## src/hw/rtl/stq_pkg.sv

```systemverilog
// Package for the sorted timer event queue.
// Holds the shared constants, request codes, status codes and the cell command struct.
// No dependencies.
package stq_pkg;

	localparam int DEPTH_DEF       = 16;
	localparam int HANDLE_BITS_DEF = 16;

	localparam int TIME_BITS   = 48;
	localparam int DELAY_BITS  = 40;
	localparam int SLACK_BITS  = 20;
	localparam int HFIELD_BITS = 16;
	localparam int PEND_BITS   = 5;
	localparam int ADDR_BITS   = 3;
	localparam int DATA_BITS   = 32;

	localparam logic [SLACK_BITS-1:0] SLACK_RESET = SLACK_BITS'(10000);

	typedef enum logic {
		KIND_SCHEDULE = 1'b0,
		KIND_POLL     = 1'b1
	} kind_t;

	typedef enum logic [1:0] {
		ST_SCHEDULED = 2'd0,
		ST_REJECTED  = 2'd1,
		ST_FIRED     = 2'd2,
		ST_NOT_DUE   = 2'd3
	} status_t;

	typedef enum logic {
		REG_EARLY_SLACK = 1'b0,
		REG_UNUSED      = 1'b1
	} reg_index_t;

	typedef struct packed {
		logic                 ins;
		logic                 pop;
		logic [TIME_BITS-1:0] wake;
	} stq_cmd_t;

endpackage

```

## src/hw/rtl/stq_if.sv

```systemverilog
// Request and response channel interfaces of the sorted timer event queue.
// Depends on stq_pkg for the field widths.
interface stq_req_if;
	logic                                valid;
	logic                                ready;
	logic                                kind;
	logic [stq_pkg::TIME_BITS-1:0]       now;
	logic [stq_pkg::DELAY_BITS-1:0]      delay;
	logic [stq_pkg::HFIELD_BITS-1:0]     handle;

	modport source (output valid, kind, now, delay, handle, input ready);
	modport sink (input valid, kind, now, delay, handle, output ready);
endinterface

interface stq_rsp_if;
	logic                                valid;
	logic                                ready;
	logic [1:0]                          status;
	logic [stq_pkg::HFIELD_BITS-1:0]     fired_handle;
	logic [stq_pkg::PEND_BITS-1:0]       pending;

	modport source (output valid, status, fired_handle, pending, input ready);
	modport sink (input valid, status, fired_handle, pending, output ready);
endinterface

```

## src/hw/rtl/stq_cell.sv

```systemverilog
// One cell of the sorted chain: holds one wakeup time and handle.
// Depends on stq_pkg for the command struct and time width.
module stq_cell #(
	parameter int HANDLE_BITS = stq_pkg::HANDLE_BITS_DEF
) (
	input  logic                          clk,
	input  stq_pkg::stq_cmd_t             cmd,
	input  logic [HANDLE_BITS-1:0]        new_handle,
	input  logic                          occupied,
	input  logic                          prev_keep,
	input  logic [stq_pkg::TIME_BITS-1:0] prev_time,
	input  logic [HANDLE_BITS-1:0]        prev_handle,
	input  logic [stq_pkg::TIME_BITS-1:0] next_time,
	input  logic [HANDLE_BITS-1:0]        next_handle,
	output logic [stq_pkg::TIME_BITS-1:0] ent_time_q,
	output logic [HANDLE_BITS-1:0]        ent_handle_q,
	output logic                          keep
);
	import stq_pkg::*;

	// An occupied cell whose time is not later than the new one stays in place.
	assign keep = occupied && (ent_time_q <= cmd.wake);

	always_ff @(posedge clk) begin
		if (cmd.ins && !keep) begin
			if (prev_keep) begin
				ent_time_q   <= cmd.wake;
				ent_handle_q <= new_handle;
			end else begin
				ent_time_q   <= prev_time;
				ent_handle_q <= prev_handle;
			end
		end else if (cmd.pop) begin
			ent_time_q   <= next_time;
			ent_handle_q <= next_handle;
		end
	end

endmodule

```

## src/hw/rtl/stq_apb.sv

```systemverilog
// Configuration register block of the sorted timer event queue.
// Holds the early slack register behind an APB-style port; depends on stq_pkg.
module stq_apb (
	input  logic                           clk,
	input  logic                           arst_n,
	input  logic                           psel,
	input  logic                           penable,
	input  logic                           pwrite,
	input  logic [stq_pkg::ADDR_BITS-1:0]  paddr,
	input  logic [stq_pkg::DATA_BITS-1:0]  pwdata,
	output logic [stq_pkg::DATA_BITS-1:0]  prdata,
	output logic                           pready,
	output logic [stq_pkg::SLACK_BITS-1:0] early_slack
);
	import stq_pkg::*;

	logic [SLACK_BITS-1:0] slack_q;
	logic                  sel_slack;

	assign pready      = 1'b1;
	assign sel_slack   = (reg_index_t'(paddr[2]) == REG_EARLY_SLACK);
	assign early_slack = slack_q;

	always_ff @(posedge clk or negedge arst_n) begin
		if (!arst_n) begin
			slack_q <= SLACK_RESET;
		end else if (psel && penable && pwrite && pready && sel_slack) begin
			slack_q <= pwdata[SLACK_BITS-1:0];
		end
	end

	always_comb begin
		prdata = '0;
		if (sel_slack) begin
			prdata = DATA_BITS'(slack_q);
		end
	end

endmodule

```

## src/hw/rtl/sorted_timer_event_queue.sv

```systemverilog
// Sorted timer event queue: a chain of DEPTH cells kept in wakeup-time order.
// A request first registers its wakeup time and due threshold; when the
// response register is free or being read, every cell then updates in parallel
// and the response register loads. Throughput is one request per cycle while
// the response side does not stall. Reset empties the queue and sets the early
// slack to 10000; cell contents are not cleared.
module sorted_timer_event_queue #(
	parameter int DEPTH       = stq_pkg::DEPTH_DEF,
	parameter int HANDLE_BITS = stq_pkg::HANDLE_BITS_DEF
) (
	input  logic                          clk,
	input  logic                          arst_n,
	input  logic                          psel,
	input  logic                          penable,
	input  logic                          pwrite,
	input  logic [stq_pkg::ADDR_BITS-1:0] paddr,
	input  logic [stq_pkg::DATA_BITS-1:0] pwdata,
	output logic [stq_pkg::DATA_BITS-1:0] prdata,
	output logic                          pready,
	stq_req_if.sink                       req,
	stq_rsp_if.source                     rsp
);
	import stq_pkg::*;

	localparam int CW = $clog2(DEPTH + 1);

	logic [SLACK_BITS-1:0]  early_slack;

	logic                   s1_valid_q;
	logic                   kind_s1;
	logic [TIME_BITS-1:0]   wake_s1;
	logic [TIME_BITS:0]     thresh_s1;
	logic [HANDLE_BITS-1:0] handle_s1;

	logic [TIME_BITS:0]     wake_sum;
	logic [31:0]            handle_wide;

	logic [CW-1:0]          count_q;
	logic [CW-1:0]          count_d;
	logic                   full;
	logic                   due;
	logic                   fire;
	stq_cmd_t               cmd;
	status_t                status_d;
	logic [HFIELD_BITS-1:0] fired_d;
	logic [31:0]            head_wide;
	logic [31:0]            count_wide;

	logic                   rsp_valid_q;
	logic [1:0]             status_q;
	logic [HFIELD_BITS-1:0] fired_q;
	logic [PEND_BITS-1:0]   pending_q;

	logic [TIME_BITS-1:0]   cell_time   [DEPTH];
	logic [HANDLE_BITS-1:0] cell_handle [DEPTH];
	logic                   cell_keep   [DEPTH];

	stq_apb u_apb (
		.clk         (clk),
		.arst_n      (arst_n),
		.psel        (psel),
		.penable     (penable),
		.pwrite      (pwrite),
		.paddr       (paddr),
		.pwdata      (pwdata),
		.prdata      (prdata),
		.pready      (pready),
		.early_slack (early_slack)
	);

	assign wake_sum    = {1'b0, req.now} + (TIME_BITS + 1)'(req.delay);
	assign handle_wide = 32'(req.handle);
	assign req.ready   = !s1_valid_q || fire;

	always_ff @(posedge clk or negedge arst_n) begin
		if (!arst_n) begin
			s1_valid_q <= 1'b0;
		end else if (req.ready) begin
			s1_valid_q <= req.valid;
		end
	end

	always_ff @(posedge clk) begin
		if (req.valid && req.ready) begin
			kind_s1   <= req.kind;
			wake_s1   <= wake_sum[TIME_BITS] ? '1 : wake_sum[TIME_BITS-1:0];
			thresh_s1 <= {1'b0, req.now} + (TIME_BITS + 1)'(early_slack);
			handle_s1 <= handle_wide[HANDLE_BITS-1:0];
		end
	end

	assign fire = s1_valid_q && (!rsp_valid_q || rsp.ready);
	assign full = (count_q == CW'(DEPTH));
	assign due  = (count_q != '0) && ({1'b0, cell_time[0]} < thresh_s1);
	assign head_wide = 32'(cell_handle[0]);

	always_comb begin
		cmd.ins  = 1'b0;
		cmd.pop  = 1'b0;
		cmd.wake = wake_s1;
		count_d  = count_q;
		status_d = ST_NOT_DUE;
		fired_d  = '0;
		unique case (kind_t'(kind_s1))
			KIND_SCHEDULE: begin
				if (full) begin
					status_d = ST_REJECTED;
				end else begin
					status_d = ST_SCHEDULED;
					cmd.ins  = fire;
					count_d  = count_q + CW'(1);
				end
			end
			KIND_POLL: begin
				if (due) begin
					status_d = ST_FIRED;
					fired_d  = head_wide[HFIELD_BITS-1:0];
					cmd.pop  = fire;
					count_d  = count_q - CW'(1);
				end
			end
			default: begin
				status_d = ST_NOT_DUE;
			end
		endcase
	end

	assign count_wide = 32'(count_d);

	always_ff @(posedge clk or negedge arst_n) begin
		if (!arst_n) begin
			count_q     <= '0;
			rsp_valid_q <= 1'b0;
		end else begin
			if (fire) begin
				count_q <= count_d;
			end
			if (fire) begin
				rsp_valid_q <= 1'b1;
			end else if (rsp.ready) begin
				rsp_valid_q <= 1'b0;
			end
		end
	end

	always_ff @(posedge clk) begin
		if (fire) begin
			status_q  <= status_d;
			fired_q   <= fired_d;
			pending_q <= count_wide[PEND_BITS-1:0];
		end
	end

	assign rsp.valid        = rsp_valid_q;
	assign rsp.status       = status_q;
	assign rsp.fired_handle = fired_q;
	assign rsp.pending      = pending_q;

	for (genvar i = 0; i < DEPTH; i++) begin : g_cell
		logic                   prev_keep;
		logic [TIME_BITS-1:0]   prev_time;
		logic [HANDLE_BITS-1:0] prev_handle;
		logic [TIME_BITS-1:0]   next_time;
		logic [HANDLE_BITS-1:0] next_handle;

		if (i == 0) begin : g_first
			assign prev_keep   = 1'b1;
			assign prev_time   = '0;
			assign prev_handle = '0;
		end else begin : g_mid
			assign prev_keep   = cell_keep[i-1];
			assign prev_time   = cell_time[i-1];
			assign prev_handle = cell_handle[i-1];
		end

		if (i == DEPTH - 1) begin : g_last
			assign next_time   = cell_time[i];
			assign next_handle = cell_handle[i];
		end else begin : g_inner
			assign next_time   = cell_time[i+1];
			assign next_handle = cell_handle[i+1];
		end

		stq_cell #(
			.HANDLE_BITS (HANDLE_BITS)
		) u_cell (
			.clk          (clk),
			.cmd          (cmd),
			.new_handle   (handle_s1),
			.occupied     (CW'(i) < count_q),
			.prev_keep    (prev_keep),
			.prev_time    (prev_time),
			.prev_handle  (prev_handle),
			.next_time    (next_time),
			.next_handle  (next_handle),
			.ent_time_q   (cell_time[i]),
			.ent_handle_q (cell_handle[i]),
			.keep         (cell_keep[i])
		);
	end

endmodule

```

## src/flat_wrapper.sv

```systemverilog
// flat-port wrapper written by rule: the top's interface ports become plain ports
module sorted_timer_event_queue_flat import stq_pkg::*;
#(
	parameter int DEPTH       = stq_pkg::DEPTH_DEF,
	parameter int HANDLE_BITS = stq_pkg::HANDLE_BITS_DEF
)
  (clk, arst_n, psel, penable, pwrite, paddr, pwdata, prdata, pready, req_valid, req_kind, req_now, req_delay, req_handle, req_ready, rsp_valid, rsp_status, rsp_fired_handle, rsp_pending, rsp_ready);
  stq_req_if req_i ();
  stq_rsp_if rsp_i ();
  input  logic clk;
  input  logic arst_n;
  input  logic psel;
  input  logic penable;
  input  logic pwrite;
  input  logic [stq_pkg::ADDR_BITS-1:0] paddr;
  input  logic [stq_pkg::DATA_BITS-1:0] pwdata;
  output logic [stq_pkg::DATA_BITS-1:0] prdata;
  output logic pready;
  input wire logic [$bits(req_i.valid)-1:0] req_valid;
  input wire logic [$bits(req_i.kind)-1:0] req_kind;
  input wire logic [$bits(req_i.now)-1:0] req_now;
  input wire logic [$bits(req_i.delay)-1:0] req_delay;
  input wire logic [$bits(req_i.handle)-1:0] req_handle;
  output wire logic [$bits(req_i.ready)-1:0] req_ready;
  output wire logic [$bits(rsp_i.valid)-1:0] rsp_valid;
  output wire logic [$bits(rsp_i.status)-1:0] rsp_status;
  output wire logic [$bits(rsp_i.fired_handle)-1:0] rsp_fired_handle;
  output wire logic [$bits(rsp_i.pending)-1:0] rsp_pending;
  input wire logic [$bits(rsp_i.ready)-1:0] rsp_ready;
  assign req_i.valid = req_valid;
  assign req_i.kind = req_kind;
  assign req_i.now = req_now;
  assign req_i.delay = req_delay;
  assign req_i.handle = req_handle;
  assign req_ready = req_i.ready;
  assign rsp_valid = rsp_i.valid;
  assign rsp_status = rsp_i.status;
  assign rsp_fired_handle = rsp_i.fired_handle;
  assign rsp_pending = rsp_i.pending;
  assign rsp_i.ready = rsp_ready;
  sorted_timer_event_queue #(.DEPTH(DEPTH), .HANDLE_BITS(HANDLE_BITS)) u_core (.clk(clk), .arst_n(arst_n), .psel(psel), .penable(penable), .pwrite(pwrite), .paddr(paddr), .pwdata(pwdata), .prdata(prdata), .pready(pready), .req(req_i), .rsp(rsp_i));
endmodule
```

## config.mk

```make
export PLATFORM = sky130hd
export DESIGN_NAME = sorted_timer_event_queue_flat
export DESIGN_NICKNAME = d
export VERILOG_FILES = /design/src/hw/rtl/stq_pkg.sv /design/src/hw/rtl/stq_if.sv /design/src/hw/rtl/stq_cell.sv /design/src/hw/rtl/stq_apb.sv /design/src/hw/rtl/sorted_timer_event_queue.sv /design/src/flat_wrapper.sv
export SDC_FILE = /design/constraint.sdc
export NUM_CORES = 2
export LEC_CHECK = 0
export BUFFER_PORTS_ARGS = -buffer_cell sky130_fd_sc_hd__buf_2
export CAP_MARGIN = 0
export CORE_MARGIN = 1.5
export CORE_UTILIZATION = 55
export CTS_CLUSTER_DIAMETER = 150
export DETAILED_ROUTE_END_ITERATION = 16
export PLACE_DENSITY = 0.82
export SYNTH_ARGS = -nofsm -noshare
export SYNTH_HDL_FRONTEND = slang
export SYNTH_SLANG_ARGS = --single-unit
```

## constraint.sdc

```tcl
create_clock -name clk -period 22 [get_ports clk]
set_input_delay 6.6 -clock clk [delete_from_list [all_inputs] [get_ports clk]]
set_output_delay 6.6 -clock clk [all_outputs]
set_load 0.01 [all_outputs]
```

==> flow_summary.toml <==
[pwr]
total_power_mw = 10.06
cellPowerDensity_nw_per_um2 = 117.5
swShare_pct = 39.92
comb_power_share_pct = 41.1
internal_power_mw = 6.043
p_sw_mw = 4.016
clockPowerShare_pct = 22.1
power_leakage_nw = 36.37
ir_drop_v = 0.0001544
seqPwrFrac_pct = 36.8

[grt]
grt_max_degree = 103
grt_pass1_wl_um = 367000
track_usage_pct = 32.47
grt_pass1_vias = 62583
grt_overflow = 0
antenna_found_initial = 12

[cts]
clock-sinks = 1188
tritoncts = "done"
cts_setup_buffers = 0
cts.repair.resized = 0
cts_root_buf = "clkbuf_16"
insertion_delay_ps = 810
cts_hold_buf = 0
cts_buffers = 131
h-tree-depth = 4
clockBufferDepth = 3
clk_pin_slew_ps = 60

[drt]
ant_nets = 0
vias_per_cell = 6.711
wl_per_cell_um = 25.67
drc = 0
drtIter0Drc = 7737
finalWirelength_um = 242600
vias = 63430
dr.pass1.iters = 8

[timing]
fin_skew_ps = 34.88
holdWs_ps = 514.3
fmax_mhz = 72.72
timing.final.crit_share_pct = 62.51
finalMaxSlewViolations = 0
rsz0062_at_grt = "false"
period_minus_slack_ps = 13750
setup_viol = 0
tightest_slew_ps = 1317
setup_tns_ps = 0
hold_viol = 0
max_slew_margin_pct = 11.41

[logic_synthesis]
synth_mux_area_share_pct = 12.33
yosys_warnings = 0
synth_flop_cell = "edfxtp_1"
synth_seq_area_share_pct = 45.06
ys_types = 90
post_synth_xor_area_fraction_pct = 0.9549
yosys.area_share.adder_pct = 13.98
synth.ff_latch_count = 1188
synth-edff-count = 1161
synth_area_per_cell_um2 = 10.59
synth_compound_area_share_pct = 14.10
synth_top_family_by_area = "compound AO/OA/AOI/OAI gates"
async_reset_ff_share_pct = 2.273
syn_inst = 7448
synth_area_um2 = 78880
synthSimpleGateAreaFrac_pct = 10.20

[critical_path]
cp_data_arrival_time_ps = 7150
start_kind = "input port"
cp-end-kind = "output port"
reg2reg_slack_ps = 14340
crit_fanout = 21
worstPathRequired_ps = 15400
path_class = "in2out"

[flow_run]
drv_cap = 0

[final_layout]
area_delta_synth_final_pct = 8.476
finalNetCount = 8477
design_area_um2 = 85570
drive_gt1_share_pct = 9.449

[floorplanning]
die_h_um = 381.7
core_area_um2 = 141900
fp-row-count = 138
die_w_um = 381.7
initial_core_util_pct = 55.58
ios = 205
dieArea_um2 = 145700

[worst_hold_path]
hold_path_class = "reg2reg"

[placement]
io_buffers = 177
gp_congestion = 0.9667
place_area_um2 = 81340
hpwlAfterDp_um = 169300

[outcome]
status = "completed"
[state kept, by name (all words and copies together), names as in the netlist]
name,count
u_core.g_cell.u_cell.ent_time_q,768
u_core.g_cell.u_cell.ent_handle_q,256
u_core.thresh_s1,49
u_core.wake_s1,48
u_core.u_apb.early_slack,20
u_core.handle_s1,16
u_core.rsp.fired_handle,16
u_core.count_q,5
u_core.rsp.pending,5
u_core.rsp.status,2
u_core.kind_s1,1
u_core.rsp.valid,1
u_core.s1_valid_q,1
[synthesized netlist by cell type, drive strengths merged (9+ instances only)]
cell type / number / share of area, %
and3: 18 / 0.14
a221oi: 12 / 0.13
edfxtp: 1161 / 44
nor2: 953 / 4.5
buf: 208 / 1.6
a31oi: 16 / 0.13
and2: 34 / 0.27
a21o: 213 / 2.0
o21a: 25 / 0.24
inv: 156 / 0.74
a2111oi: 13 / 0.18
ha: 878 / 14
xor2: 30 / 0.33
nand2: 279 / 1.3
and4: 17 / 0.19
clkbuf: 224 / 1.1
mux2i: 805 / 10
xnor2: 56 / 0.62
dfrtp: 22 / 0.70
nor4: 33 / 0.28
mux2: 148 / 2.1
a211o: 12 / 0.13
o21bai: 15 / 0.14
nand3: 47 / 0.30
o211ai: 17 / 0.16
nor3: 51 / 0.35
o21ai: 219 / 1.4
a211oi: 29 / 0.28
nor2b: 63 / 0.50
nand2b: 40 / 0.32
a21oi: 1343 / 8.5
or2: 9 / 0.071
nand4: 195 / 1.6
[cell type report]
type	count	area (µm²)
multi-input combinational	5683	41110
timing repair buffer	290	1734
clock buffer	167	3495
fill	11221	56360
tap	1890	2365
inverter	156	585.6
clock inverter	72	721.9
sequential	1188	35550
antenna	6	15.01
[routing by layer]
layer | wire length [µm] | GRT usage, % | share of wire, % | vias to the layer above
met5 | 70 | 0 | 0.029 | -
met4 | 14160 | 18.39 | 5.8 | 12
met3 | 26270 | 7.323 | 11 | 696
met2 | 109000 | 50.38 | 45 | 3795
met1 | 93160 | 41.92 | 38 | 30921
li1 | - | - | - | 28006
[power by group through the flow]
| stage | registers (mW) | clock network, mW | logic (mW) |
|---|---|---|---|
| after floorplan | 3.54 | 0 | 2.96 |
| after global placement | 3.70 | 0 | 3.79 |
| after detailed placement | 3.72 | 0 | 3.98 |
| after CTS | 3.68 | 2.22 | 4.03 |
| after global routing | 3.74 | 2.30 | 4.45 |
| final | 3.70 | 2.22 | 4.13 |
[path summary, 6_finish.rpt]
kind                                                        from                                          endpoint  depth (start not counted)
worst max-delay path                                    paddr[2]                                        prdata[11]                          3
worst min-delay path               u_core.s1_valid_q$_DFFE_PN0N_                      u_core.rsp.valid$_DFFE_PN0P_                          1
worst max register to register  u_core.wake_s1[34]$_SDFFCE_PP1P_  u_core.g_cell[0].u_cell.ent_time_q[39]$_DFFE_PP_                         12
worst min register to register     u_core.s1_valid_q$_DFFE_PN0N_                      u_core.rsp.valid$_DFFE_PN0P_                          1
max in group asynchronous                                 arst_n                      u_core.rsp.valid$_DFFE_PN0P_                          1
min in group asynchronous                                 arst_n          u_core.u_apb.early_slack[19]$_DFFE_PN0P_                          1
[cells in the final DEF (no fill, tap or decap), drive strengths merged, types with 47 or more instances in the layout]
master | Yosys | final
nand3 | 47 | 47
a21oi | 1343 | 1343
a21o | 213 | 213
edfxtp | 1161 | 1161
inv | 156 | 162
o21ai | 219 | 219
mux2 | 148 | 148
mux2i | 805 | 805
buf | 208 | 290
ha | 878 | 878
nand4 | 195 | 195
nor3 | 51 | 51
xnor2 | 56 | 56
clkbuf | 224 | 167
nand2 | 279 | 279
nor2b | 63 | 63
clkinv | 0 | 56
nor2 | 953 | 953
[through the flow]
stage,util [%],instances,setup WS [ps]
after global routing,60.28,9446,8159
final,60.29,9452,8248
after detailed placement,57.31,9207,8248
after floorplan,-,7459,8416
after CTS,60.28,9446,8248
after global placement,57.31,9207,8279
[cells by family (layout without fill, tap and decap cells)]
group                      count (synthesis)  count (layout)
and+or+nand+nor                         1771            1771
xor gates and xnor gates                  86              86
buffers and inverters                    588             685
adders and majority gates                880             880
DFF                                     1188            1188
AOI/OAI and AO/OA                       1980            1980
other                                      2              19
muxes                                    953             953
[worst max-delay path, cell delays in order]
cell     delay, ps
buf_2          300
nor2b_1         90
buf_2          150
Note: power is estimated with default switching activity, not from simulation.
